`config.mk`:
```
export PLATFORM = sky130hd
export DESIGN_NAME = command_line_hash_dispatcher_unit_flat
export DESIGN_NICKNAME = d
export VERILOG_FILES = /design/src/rtl/core/chd_pkg.sv /design/src/rtl/core/chd_if.sv /design/src/rtl/core/chd_ram.sv /design/src/rtl/core/chd_front.sv /design/src/rtl/core/chd_queue.sv /design/src/rtl/core/chd_back.sv /design/src/rtl/core/command_line_hash_dispatcher_unit.sv /design/src/flat_wrapper.sv
export SDC_FILE = /design/constraint.sdc
export NUM_CORES = 1
export LEC_CHECK = 0
export ABC_AREA = 1
export BUFFER_PORTS_ARGS = -buffer_cell sky130_fd_sc_hd__buf_2
export CAP_MARGIN = 25
export CORE_UTILIZATION = 60
export CTS_CLUSTER_DIAMETER = 80
export CTS_CLUSTER_SIZE = 28
export DETAILED_ROUTE_END_ITERATION = 16
export PLACE_DENSITY = 0.79
export SLEW_MARGIN = 0
export SYNTH_ARGS = -nofsm -noshare
export SYNTH_HDL_FRONTEND = slang
export SYNTH_SLANG_ARGS = --single-unit
```
`constraint.sdc`:
```
create_clock -name clk -period 4.3 [get_ports clk]
set_clock_uncertainty 0.05 [all_clocks]
set_input_delay 1.29 -clock clk [delete_from_list [all_inputs] [get_ports clk]]
set_output_delay 1.29 -clock clk [all_outputs]
set_load 0.03 [all_outputs]
```
`src/rtl/core/chd_pkg.sv`:
```
`default_nettype none

package chd_pkg;

	// command codes on the request channel
	localparam logic [1:0] CMD_ADD  = 2'd0;
	localparam logic [1:0] CMD_EXEC = 2'd1;
	localparam logic [1:0] CMD_REG  = 2'd2;

	// response status codes
	localparam logic [2:0] ST_OK           = 3'd0;
	localparam logic [2:0] ST_WAITING      = 3'd1;
	localparam logic [2:0] ST_TOO_LONG     = 3'd2;
	localparam logic [2:0] ST_NO_LINE      = 3'd3;
	localparam logic [2:0] ST_EMPTY        = 3'd4;
	localparam logic [2:0] ST_NOT_FOUND    = 3'd5;
	localparam logic [2:0] ST_WRONG_PARAMS = 3'd6;
	localparam logic [2:0] ST_TABLE_FULL   = 3'd7;

	localparam logic [31:0] HASH_SEED = 32'd5381;

	// character codes
	localparam logic [7:0] CH_NUL      = 8'h00;
	localparam logic [7:0] CH_TAB      = 8'h09;
	localparam logic [7:0] CH_LF       = 8'h0A;
	localparam logic [7:0] CH_CR       = 8'h0D;
	localparam logic [7:0] CH_SPACE    = 8'h20;
	localparam logic [7:0] CH_UPPER_A  = 8'h41;
	localparam logic [7:0] CH_UPPER_Z  = 8'h5A;
	localparam logic [7:0] CASE_OFFSET = 8'h20;

	localparam logic [5:0]        SEP_MAX    = 6'd63;
	localparam logic signed [6:0] PARAMS_ANY = -7'sd1;

	typedef enum logic [1:0] {
		OP_CHAR,
		OP_EXEC,
		OP_REG,
		OP_NOP
	} op_t;

	typedef enum logic [1:0] {
		CLS_IGNORE,
		CLS_NEWLINE,
		CLS_SEP,
		CLS_TEXT
	} char_cls_t;

	typedef enum logic [1:0] {
		PH_BEFORE,
		PH_INSIDE,
		PH_AFTER
	} phase_t;

	typedef enum logic [1:0] {
		BK_IDLE,
		BK_WALK,
		BK_DONE
	} bk_state_t;

	// classified word handed from the front end to the back end
	typedef struct packed {
		op_t                op;
		char_cls_t          cls;
		logic [7:0]         ch;
		logic [31:0]        entry_hash;
		logic signed [6:0]  entry_params;
	} cmd_word_t;

endpackage

`default_nettype wire

```
`src/rtl/core/chd_if.sv`:
```
`default_nettype none

interface chd_req_if;
	logic              valid;
	logic              ready;
	logic [1:0]        command;
	logic [7:0]        char_code;
	logic [31:0]       entry_hash;
	logic signed [6:0] entry_params;

	modport source (output valid, command, char_code, entry_hash, entry_params, input ready);
	modport sink (input valid, command, char_code, entry_hash, entry_params, output ready);
endinterface

interface chd_rsp_if;
	logic        valid;
	logic        ready;
	logic [2:0]  status;
	logic [3:0]  entry_index;
	logic [5:0]  param_count;
	logic [31:0] name_hash;

	modport source (output valid, status, entry_index, param_count, name_hash, input ready);
	modport sink (input valid, status, entry_index, param_count, name_hash, output ready);
endinterface

`default_nettype wire

```
`src/rtl/core/chd_ram.sv`:
```
`default_nettype none

module chd_ram #(
	parameter int WIDTH = 39,
	parameter int DEPTH = 16,
	localparam int AW = (DEPTH > 1) ? $clog2(DEPTH) : 1
) (
	input  wire logic             clk,
	input  wire logic             we,
	input  wire logic [AW-1:0]    waddr,
	input  wire logic [WIDTH-1:0] wdata,
	input  wire logic [AW-1:0]    raddr,
	output logic      [WIDTH-1:0] rdata
);

	logic [WIDTH-1:0] mem_q [DEPTH];

	// write port and registered read port
	always_ff @(posedge clk) begin
		if (we) begin
			mem_q[waddr] <= wdata;
		end
		rdata <= mem_q[raddr];
	end

endmodule

`default_nettype wire

```
`src/rtl/core/chd_front.sv`:
```
`default_nettype none

module chd_front (
	chd_req_if.sink                req,
	input  wire logic              full,
	output logic                   push,
	output chd_pkg::cmd_word_t     word
);

	// take a word whenever the queue has room
	assign req.ready = !full;
	assign push      = req.valid && !full;

	// decode command and classify the character
	always_comb begin
		word.entry_hash   = req.entry_hash;
		word.entry_params = req.entry_params;

		case (req.command)
			chd_pkg::CMD_ADD:  word.op = chd_pkg::OP_CHAR;
			chd_pkg::CMD_EXEC: word.op = chd_pkg::OP_EXEC;
			chd_pkg::CMD_REG:  word.op = chd_pkg::OP_REG;
			default:           word.op = chd_pkg::OP_NOP;
		endcase

		// fold upper case to lower case
		word.ch = req.char_code;
		if (req.char_code inside {[chd_pkg::CH_UPPER_A:chd_pkg::CH_UPPER_Z]}) begin
			word.ch = req.char_code + chd_pkg::CASE_OFFSET;
		end

		case (req.char_code)
			chd_pkg::CH_NUL, chd_pkg::CH_CR:  word.cls = chd_pkg::CLS_IGNORE;
			chd_pkg::CH_LF:                   word.cls = chd_pkg::CLS_NEWLINE;
			chd_pkg::CH_SPACE, chd_pkg::CH_TAB: word.cls = chd_pkg::CLS_SEP;
			default:                          word.cls = chd_pkg::CLS_TEXT;
		endcase
	end

endmodule

`default_nettype wire

```
`src/rtl/core/chd_queue.sv`:
```
`default_nettype none

module chd_queue (
	input  wire logic               clk,
	input  wire logic               arst_n,
	input  wire logic               push,
	input  chd_pkg::cmd_word_t      wdata,
	output logic                    full,
	input  wire logic               pop,
	output logic                    valid,
	output chd_pkg::cmd_word_t      rdata
);

	localparam logic [1:0] QUEUE_DEPTH = 2'd2;

	chd_pkg::cmd_word_t mem_q [2];
	logic               wr_ptr_q;
	logic               rd_ptr_q;
	logic [1:0]         cnt_q;

	assign full  = (cnt_q == QUEUE_DEPTH);
	assign valid = (cnt_q != 2'd0);
	assign rdata = mem_q[rd_ptr_q];

	// store words
	always_ff @(posedge clk) begin
		if (push) begin
			mem_q[wr_ptr_q] <= wdata;
		end
	end

	// advance pointers and fill count
	always_ff @(posedge clk or negedge arst_n) begin
		if (!arst_n) begin
			wr_ptr_q <= 1'b0;
			rd_ptr_q <= 1'b0;
			cnt_q    <= 2'd0;
		end else begin
			if (push) begin
				wr_ptr_q <= !wr_ptr_q;
			end
			if (pop) begin
				rd_ptr_q <= !rd_ptr_q;
			end
			case ({push, pop})
				2'b10:   cnt_q <= cnt_q + 2'd1;
				2'b01:   cnt_q <= cnt_q - 2'd1;
				default: cnt_q <= cnt_q;
			endcase
		end
	end

endmodule

`default_nettype wire

```
`src/rtl/core/chd_back.sv`:
```
`default_nettype none

module chd_back #(
	parameter int LINE_MAX    = 64,
	parameter int TABLE_DEPTH = 16
) (
	input  wire logic              clk,
	input  wire logic              arst_n,
	input  wire logic              q_valid,
	input  chd_pkg::cmd_word_t     q_word,
	output logic                   pop,
	chd_rsp_if.source              rsp
);

	localparam int LW      = $clog2(LINE_MAX + 1);
	localparam int UW      = $clog2(TABLE_DEPTH + 1);
	localparam int IW      = (TABLE_DEPTH > 1) ? $clog2(TABLE_DEPTH) : 1;
	localparam int ENTRY_W = 39;

	localparam logic [LW-1:0] LINE_LIMIT  = LW'(LINE_MAX);
	localparam logic [UW-1:0] TABLE_LIMIT = UW'(TABLE_DEPTH);

	chd_pkg::bk_state_t state_q, state_d;

	// line state
	logic              line_ready_q, line_ready_d;
	logic              discarding_q, discarding_d;
	logic [LW-1:0]     len_q, len_d;
	logic [31:0]       hash_q, hash_d;
	chd_pkg::phase_t   phase_q, phase_d;
	logic              last_sp_q, last_sp_d;
	logic [5:0]        sep_q, sep_d;
	logic [UW-1:0]     used_q, used_d;

	// table walk
	logic [UW-1:0]     rd_idx_q, rd_idx_d;
	logic              cmp_vld_q, cmp_vld_d;
	logic [UW-1:0]     cmp_idx_q, cmp_idx_d;
	logic [UW-1:0]     cmp_next;
	logic [2:0]        res_status_q, res_status_d;
	logic [UW-1:0]     res_idx_q, res_idx_d;

	// output register
	logic              rsp_vld_q;
	logic [2:0]        rsp_status_q;
	logic [3:0]        rsp_index_q;
	logic [5:0]        rsp_count_q;
	logic [31:0]       rsp_hash_q;

	logic              out_free;
	logic              exec_walk;
	logic              clear;
	logic              load;
	logic [2:0]        ld_status;
	logic [UW-1:0]     ld_index;
	logic [UW+3:0]     ld_index_ext;
	logic [5:0]        ld_count;
	logic [31:0]       ld_hash;
	logic [31:0]       ch_ext;

	logic                   ram_we;
	logic [ENTRY_W-1:0]     ram_rdata;
	logic [31:0]            ram_hash;
	logic signed [6:0]      ram_params;
	logic                   hit;
	logic                   last_cmp;
	logic                   walk_end;
	logic                   params_ok;

	chd_ram #(
		.WIDTH (ENTRY_W),
		.DEPTH (TABLE_DEPTH)
	) u_table (
		.clk   (clk),
		.we    (ram_we),
		.waddr (used_q[IW-1:0]),
		.wdata ({q_word.entry_hash, q_word.entry_params}),
		.raddr (rd_idx_q[IW-1:0]),
		.rdata (ram_rdata)
	);

	assign ram_hash   = ram_rdata[ENTRY_W-1:7];
	assign ram_params = ram_rdata[6:0];

	assign out_free = !rsp_vld_q || rsp.ready;
	assign pop      = (state_q == chd_pkg::BK_IDLE) && q_valid && out_free;
	assign exec_walk = line_ready_q && (len_q != '0) && (used_q != '0);

	// compare stage of the table walk
	assign cmp_next  = cmp_idx_q + 1'b1;
	assign hit       = (ram_hash == hash_q);
	assign last_cmp  = (cmp_next == used_q);
	assign walk_end  = cmp_vld_q && (hit || last_cmp);
	assign params_ok = (ram_params == chd_pkg::PARAMS_ANY)
		|| (!ram_params[6] && (ram_params[5:0] == sep_q));

	assign ch_ext = {{24{q_word.ch[7]}}, q_word.ch};

	// next state
	always_comb begin
		state_d = state_q;
		case (state_q)
			chd_pkg::BK_IDLE: begin
				if (pop && (q_word.op == chd_pkg::OP_EXEC) && exec_walk) begin
					state_d = chd_pkg::BK_WALK;
				end
			end
			chd_pkg::BK_WALK: begin
				if (walk_end) begin
					state_d = chd_pkg::BK_DONE;
				end
			end
			chd_pkg::BK_DONE: begin
				if (out_free) begin
					state_d = chd_pkg::BK_IDLE;
				end
			end
			default: state_d = chd_pkg::BK_IDLE;
		endcase
	end

	// datapath updates and result formation
	always_comb begin
		line_ready_d = line_ready_q;
		discarding_d = discarding_q;
		len_d        = len_q;
		hash_d       = hash_q;
		phase_d      = phase_q;
		last_sp_d    = last_sp_q;
		sep_d        = sep_q;
		used_d       = used_q;
		rd_idx_d     = rd_idx_q;
		cmp_vld_d    = cmp_vld_q;
		cmp_idx_d    = cmp_idx_q;
		res_status_d = res_status_q;
		res_idx_d    = res_idx_q;
		ram_we       = 1'b0;
		clear        = 1'b0;
		load         = 1'b0;
		ld_status    = chd_pkg::ST_OK;
		ld_index     = '0;
		ld_count     = '0;
		ld_hash      = '0;

		case (state_q)
			chd_pkg::BK_IDLE: begin
				if (pop) begin
					load = 1'b1;
					case (q_word.op)
						chd_pkg::OP_CHAR: begin
							if (line_ready_q) begin
								ld_status = chd_pkg::ST_WAITING;
							end else begin
								case (q_word.cls)
									chd_pkg::CLS_IGNORE: begin
									end
									chd_pkg::CLS_NEWLINE: begin
										if (discarding_q) begin
											clear     = 1'b1;
											ld_status = chd_pkg::ST_TOO_LONG;
										end else begin
											line_ready_d = 1'b1;
										end
									end
									default: begin
										if (discarding_q || (len_q >= LINE_LIMIT)) begin
											// drop the rest of an overlong line
											discarding_d = 1'b1;
											ld_status    = chd_pkg::ST_TOO_LONG;
										end else begin
											len_d = len_q + 1'b1;
											if (q_word.cls == chd_pkg::CLS_SEP) begin
												if ((len_q != '0) && !last_sp_q
													&& (sep_q != chd_pkg::SEP_MAX)) begin
													sep_d = sep_q + 1'b1;
												end
												if (phase_q == chd_pkg::PH_INSIDE) begin
													phase_d = chd_pkg::PH_AFTER;
												end
												last_sp_d = 1'b1;
											end else begin
												// hash = hash * 33 + c on the first token
												if (phase_q != chd_pkg::PH_AFTER) begin
													hash_d  = (hash_q << 5) + hash_q + ch_ext;
													phase_d = chd_pkg::PH_INSIDE;
												end
												last_sp_d = 1'b0;
											end
										end
									end
								endcase
							end
						end
						chd_pkg::OP_EXEC: begin
							if (!line_ready_q) begin
								ld_status = chd_pkg::ST_NO_LINE;
							end else if (len_q == '0) begin
								ld_status = chd_pkg::ST_EMPTY;
								ld_count  = sep_q;
								ld_hash   = hash_q;
								clear     = 1'b1;
							end else if (used_q == '0) begin
								ld_status = chd_pkg::ST_NOT_FOUND;
								ld_count  = sep_q;
								ld_hash   = hash_q;
								clear     = 1'b1;
							end else begin
								// start the table walk at entry zero
								load      = 1'b0;
								rd_idx_d  = '0;
								cmp_vld_d = 1'b0;
							end
						end
						chd_pkg::OP_REG: begin
							if (used_q >= TABLE_LIMIT) begin
								ld_status = chd_pkg::ST_TABLE_FULL;
							end else begin
								ram_we   = 1'b1;
								ld_index = used_q;
								used_d   = used_q + 1'b1;
							end
						end
						default: begin
						end
					endcase
				end
			end
			chd_pkg::BK_WALK: begin
				// issue the next read while comparing the previous entry
				cmp_vld_d = (rd_idx_q < used_q);
				cmp_idx_d = rd_idx_q;
				rd_idx_d  = rd_idx_q + 1'b1;
				if (cmp_vld_q) begin
					if (hit) begin
						res_idx_d    = cmp_idx_q;
						res_status_d = params_ok ? chd_pkg::ST_OK : chd_pkg::ST_WRONG_PARAMS;
					end else if (last_cmp) begin
						res_idx_d    = '0;
						res_status_d = chd_pkg::ST_NOT_FOUND;
					end
				end
			end
			chd_pkg::BK_DONE: begin
				if (out_free) begin
					load      = 1'b1;
					ld_status = res_status_q;
					ld_index  = res_idx_q;
					ld_count  = sep_q;
					ld_hash   = hash_q;
					clear     = 1'b1;
				end
			end
			default: begin
			end
		endcase

		if (clear) begin
			line_ready_d = 1'b0;
			discarding_d = 1'b0;
			len_d        = '0;
			hash_d       = chd_pkg::HASH_SEED;
			phase_d      = chd_pkg::PH_BEFORE;
			last_sp_d    = 1'b0;
			sep_d        = '0;
		end
	end

	assign ld_index_ext = {4'b0000, ld_index};

	// control and line state
	always_ff @(posedge clk or negedge arst_n) begin
		if (!arst_n) begin
			state_q      <= chd_pkg::BK_IDLE;
			line_ready_q <= 1'b0;
			discarding_q <= 1'b0;
			len_q        <= '0;
			hash_q       <= chd_pkg::HASH_SEED;
			phase_q      <= chd_pkg::PH_BEFORE;
			last_sp_q    <= 1'b0;
			sep_q        <= '0;
			used_q       <= '0;
			rd_idx_q     <= '0;
			cmp_vld_q    <= 1'b0;
			rsp_vld_q    <= 1'b0;
		end else begin
			state_q      <= state_d;
			line_ready_q <= line_ready_d;
			discarding_q <= discarding_d;
			len_q        <= len_d;
			hash_q       <= hash_d;
			phase_q      <= phase_d;
			last_sp_q    <= last_sp_d;
			sep_q        <= sep_d;
			used_q       <= used_d;
			rd_idx_q     <= rd_idx_d;
			cmp_vld_q    <= cmp_vld_d;
			if (load) begin
				rsp_vld_q <= 1'b1;
			end else if (rsp.ready) begin
				rsp_vld_q <= 1'b0;
			end
		end
	end

	// walk results and output payload
	always_ff @(posedge clk) begin
		cmp_idx_q    <= cmp_idx_d;
		res_status_q <= res_status_d;
		res_idx_q    <= res_idx_d;
		if (load) begin
			rsp_status_q <= ld_status;
			rsp_index_q  <= ld_index_ext[3:0];
			rsp_count_q  <= ld_count;
			rsp_hash_q   <= ld_hash;
		end
	end

	assign rsp.valid       = rsp_vld_q;
	assign rsp.status      = rsp_status_q;
	assign rsp.entry_index = rsp_index_q;
	assign rsp.param_count = rsp_count_q;
	assign rsp.name_hash   = rsp_hash_q;

endmodule

`default_nettype wire

```
`src/rtl/core/command_line_hash_dispatcher_unit.sv`:
```
// A two-word input queue decouples input; each word passes it, then the output register.
// Execute with a match search walks the table from entry zero to a hit or the last entry;
// the table has one write port and a registered read port, read one entry per cycle.
// Throughput: one character or register word per cycle unless a walk or rsp stall holds.
// Reset: arst_n clears the line, the table fill count and all handshake state at once.
`default_nettype none

module command_line_hash_dispatcher_unit #(
	parameter int LINE_MAX    = 64,
	parameter int TABLE_DEPTH = 16
) (
	input  wire logic  clk,
	input  wire logic  arst_n,
	chd_req_if.sink    req,
	chd_rsp_if.source  rsp
);

	chd_pkg::cmd_word_t fe_word;
	chd_pkg::cmd_word_t q_word;
	logic               fe_push;
	logic               q_full;
	logic               q_valid;
	logic               be_pop;

	chd_front u_front (
		.req  (req),
		.full (q_full),
		.push (fe_push),
		.word (fe_word)
	);

	chd_queue u_queue (
		.clk    (clk),
		.arst_n (arst_n),
		.push   (fe_push),
		.wdata  (fe_word),
		.full   (q_full),
		.pop    (be_pop),
		.valid  (q_valid),
		.rdata  (q_word)
	);

	chd_back #(
		.LINE_MAX    (LINE_MAX),
		.TABLE_DEPTH (TABLE_DEPTH)
	) u_back (
		.clk     (clk),
		.arst_n  (arst_n),
		.q_valid (q_valid),
		.q_word  (q_word),
		.pop     (be_pop),
		.rsp     (rsp)
	);

endmodule

`default_nettype wire

```
`src/flat_wrapper.sv`:
```
// flat-port wrapper written by rule: the top's interface ports become plain ports
module command_line_hash_dispatcher_unit_flat 
#(
	parameter int LINE_MAX    = 64,
	parameter int TABLE_DEPTH = 16
)
  (clk, arst_n, req_valid, req_command, req_char_code, req_entry_hash, req_entry_params, req_ready, rsp_valid, rsp_status, rsp_entry_index, rsp_param_count, rsp_name_hash, rsp_ready);
  chd_req_if req_i ();
  chd_rsp_if rsp_i ();
  input  wire logic clk;
  input  wire logic arst_n;
  input wire logic [$bits(req_i.valid)-1:0] req_valid;
  input wire logic [$bits(req_i.command)-1:0] req_command;
  input wire logic [$bits(req_i.char_code)-1:0] req_char_code;
  input wire logic [$bits(req_i.entry_hash)-1:0] req_entry_hash;
  input wire logic [$bits(req_i.entry_params)-1:0] req_entry_params;
  output wire logic [$bits(req_i.ready)-1:0] req_ready;
  output wire logic [$bits(rsp_i.valid)-1:0] rsp_valid;
  output wire logic [$bits(rsp_i.status)-1:0] rsp_status;
  output wire logic [$bits(rsp_i.entry_index)-1:0] rsp_entry_index;
  output wire logic [$bits(rsp_i.param_count)-1:0] rsp_param_count;
  output wire logic [$bits(rsp_i.name_hash)-1:0] rsp_name_hash;
  input wire logic [$bits(rsp_i.ready)-1:0] rsp_ready;
  assign req_i.valid = req_valid;
  assign req_i.command = req_command;
  assign req_i.char_code = req_char_code;
  assign req_i.entry_hash = req_entry_hash;
  assign req_i.entry_params = req_entry_params;
  assign req_ready = req_i.ready;
  assign rsp_valid = rsp_i.valid;
  assign rsp_status = rsp_i.status;
  assign rsp_entry_index = rsp_i.entry_index;
  assign rsp_param_count = rsp_i.param_count;
  assign rsp_name_hash = rsp_i.name_hash;
  assign rsp_i.ready = rsp_ready;
  command_line_hash_dispatcher_unit #(.LINE_MAX(LINE_MAX), .TABLE_DEPTH(TABLE_DEPTH)) u_core (.clk(clk), .arst_n(arst_n), .req(req_i), .rsp(rsp_i));
endmodule
```
==> key figures <==
Run status
  • Status: finished clean

Yosys
  • Ys flop type: edfxtp_1
  • FFs w/ async S/R, synth: under 10%
  • Avg Cell Area, Syn: around 12 um2
  • Mapped cell area: about 38,000 um2
  • Syn Nets: approximately 3.4k
  • Top cells by area, synth: edfxtp_1 (62%), nand2_1 (6.0%), nor2_1 (5.3%)
  • Synth area leader: edfxtp_1
  • Sequential area share after synthesis: ~69%
  • Synth Instances: 3,235
  • Post-synth EDFFs: just under 800
  • Top-area cell type share of the netlist area: 62.1%
  • Warnings, synthesis: 0
  • Synth Register Bits: about 900
  • Netlist cell types: 50

Clock network
  • PostCTS Resize Cnt: 0
  • CTS Sinks: roughly 900
  • # hold bufs at CTS: 0
  • Total CTS buffers: just over 40
  • Clk buf depth: 3
  • Setup bufs post-CTS: 0
  • Htree depth: 2
  • Worst-path clk slew: about 0.11 ns
  • Clock latency on the worst-skew pair: 0.61 ns
  • Clock root cell: clkbuf_16
  • CTS tree: yes

Setup path
  • CP endpoint kind: register
  • Cell mode on critical path: nand2_1
  • Crit-path cells: buf_4 -> nand2_1 -> nand2_1 -> ha_1 -> ha_1 -> inv_1 -> fa_1 -> inv_1 -> nand3_1 -> nand3_1 -> nand3_1 -> nand3_1 -> nand2_1 -> nand2_1 -> nand2_1 -> nand3_1 -> nand2_1
  • Delay-heaviest family, CP: simple AND/OR/NAND/NOR gates
  • Crit-path max cell delay: between 0.5 and 0.6 ns
  • Critical path buffers and inverters: 3
  • Worst path arrival time: between 4 and 5 ns
  • Startpoint types: register
  • Setup Crit Path Kind: reg2reg
  • CP Depth: 17
  • Req. time, crit path: around 4.8 ns
  • R2R depth: 17
  • Slowest cell on crit path: buf_4
  • Crit-path max FO: 52

Timing
  • Final Hold Viols: 0
  • Slew Limit Fails: 0
  • Final worst path period need: about 3.6 ns
  • Final Cycle Share: about 83%
  • Total negative setup slack: 0 ns
  • Setup ws final: approximately 0.74 ns
  • F_max: approximately 280 MHz
  • RSZ-0062 raised after global routing: false
  • Worst Max-Slew Pin Slew: about 0.85 ns
  • Worst relative slew slack: approximately 43%
  • Final setup viols: 0

Power
  • Power per cell area: around 730 nW/um2
  • Peak supply drop: 0.000480 V
  • Static leakage power: around 15 nW

Place
  • Hpwl dp: about 58,000 um
  • IO Port Bufs: 99
  • Gpl congestion: between 0.9 and 1
  • Pre-CTS setup slack: approximately 0.60 ns

Detailed routing
  • Wire per inst: 21.9 um
  • Starting DRT DRC Count: about 3k
  • Total Routed Length: approximately 90,000 um
  • ANT nets after route: 0
  • Drt drc: 0
  • Via density: between 6 and 7
  • Vias: 25.0k
  • DRT Pass-1 Iters: 8

Worst hold path
  • Hold Path Class: in2async

Floorplan
  • Starting Density: roughly three fifths
  • IO Count: 100
  • Die Wd: between 200 and 300 um
  • Die Ht: roughly 250 um
  • Die footprint: about 64,000 um2
  • Core footprint: a little over 60,000 um2
  • Placement row count: 91

Global routing
  • Grt total ovfl: 0
  • First-pass GRT wire length: 139,000 um
  • Vias in the first global route: roughly 24k
  • Initial antenna violation count: 4
  • Total GRT Usage: 28.8%
  • Largest net degree at the start of global routing: roughly 140

Flow run
  • Max-Cap Viols: 0

Layout
  • Most frequent cells in the layout: edfxtp_1 (783), nand2_1 (605), nor2_1 (512), o21ai_0 (226), inv_1 (211)
  • Area growth syn-to-layout: 7.81%
  • Fraction of layout cells with a size suffix above 1: 8.07%
  • Final core utilization: 65.8%
  • Ant. Diodes: 0
  • Fill count: around 4.5k
  • Nets: 3,421
  • Most common cell after layout, fill and taps aside: edfxtp_1
[metrics by stage]
step | std cells | hold slack [ns] | power, W | area (um2)
floorplan | 3235 | 0.398 | 0.0210 | 37900
global placement | 4083 | 0.433 | 0.0247 | 39500
detailed placement | 4084 | 0.425 | 0.0252 | 39500
CTS | 4156 | 0.449 | 0.0298 | 40800
global route | 4157 | 0.434 | 0.0317 | 40800
finish | 4157 | 0.448 | 0.0299 | 40800
[logic make-up (layout without fill, tap and decap cells)]
| family | after synthesis | count (layout) | share of synthesized area, % |
|---|---|---|---|
| AO/OA/AOI/OAI | 447 | 447 | 7.47 |
| XOR/XNOR | 48 | 48 | 1.11 |
| adder cells (fa/ha/maj) | 77 | 77 | 3.08 |
| buffers and inverters | 367 | 452 | 3.89 |
| flip-flops | 890 | 890 | 68.7 |
| multiplexers | 45 | 45 | 1.19 |
| AND/OR/NAND/NOR | 1361 | 1361 | 14.6 |
[area by class of cell]
cell class              count  area, um2  area share (%)
clock inverters            12        183           0.448
well taps                 837       1050            2.57
inverters                 221        840            2.06
repair buffers            159       1100            2.70
flip-flops and latches    890      26000            63.7
multi-input cells        1978      10500            25.8
clock buffers              60       1100            2.70
[Yosys cell counts (all sizes together), types with 7 or more instances]
cell type / number
a21oi: 31
buf: 44
clkbuf: 102
dfrtp: 63
dfxtp: 39
edfxtp: 783
fa: 27
ha: 50
inv: 218
mux2i: 45
nand2: 610
nand3: 160
nand4: 26
nor2: 535
nor3: 18
o211ai: 34
o21ai: 246
o21bai: 7
o221ai: 44
o32ai: 79
xnor2: 27
xor2: 21
[flip-flops by register name (all words and copies together) (netlist names), 3 cells and up]
signal and cells:
u_core.u_back.len_q 7, u_core.u_back.u_table.rdata 39, u_core.u_back.rsp.name_hash 32, u_core.u_back.u_table.mem_q 624
u_core.u_queue.mem_q 102, u_core.u_back.rd_idx_q 5, u_core.u_back.rsp.status 3, u_core.u_back.res_status_q 3
u_core.u_back.sep_q 6, u_core.u_back.rsp.param_count 6, u_core.u_back.used_q 5, u_core.u_back.rsp.entry_index 4
u_core.u_back.res_idx_q 4, u_core.u_back.hash_q 32, u_core.u_back.cmp_idx_q 5
[final timing paths]
kind / from / endpoint / slack [ns]
hold reg to reg: u_core.u_back.rd_idx_q[4]$_DFFE_PN0P_ / u_core.u_back.cmp_idx_q[4]$_DFFE_PP_ / 0.45
max in group asynchronous: arst_n / u_core.u_back.hash_q[12]$_DFFE_PN1P_ / 3.14
hold / removal: arst_n / u_core.u_back.hash_q[17]$_DFFE_PN0P_ / 0.45
min in group clk: u_core.u_back.rd_idx_q[4]$_DFFE_PN0P_ / u_core.u_back.cmp_idx_q[4]$_DFFE_PP_ / 0.45
setup reg to reg: u_core.u_queue.rd_ptr_q$_DFFE_PN0P_ / u_core.u_back.hash_q[29]$_DFFE_PN0P_ / 0.74
setup / recovery: u_core.u_queue.rd_ptr_q$_DFFE_PN0P_ / u_core.u_back.hash_q[29]$_DFFE_PN0P_ / 0.74
[power by group]
part / leakage [nW] / switching [W] / internal, W
Combinational: 6.30 / 0.00922 / 0.00385
Clock: 0.612 / 0.00269 / 0.00194
Sequential: 8.30 / 0.000877 / 0.0113
Total: 15.2 / 0.0128 / 0.0171
[per-layer routing]
layer | vias up | track usage [%] | wire (um)
met1 | 12307 | 38.6 | 36700
li1 | 11395 | - | -
met3 | 224 | 3.75 | 6250
met4 | 6 | 11.7 | 3660
met2 | 1108 | 47.8 | 44300
met5 | - | 0 | 41
Power figures use the tool's default switching activity.
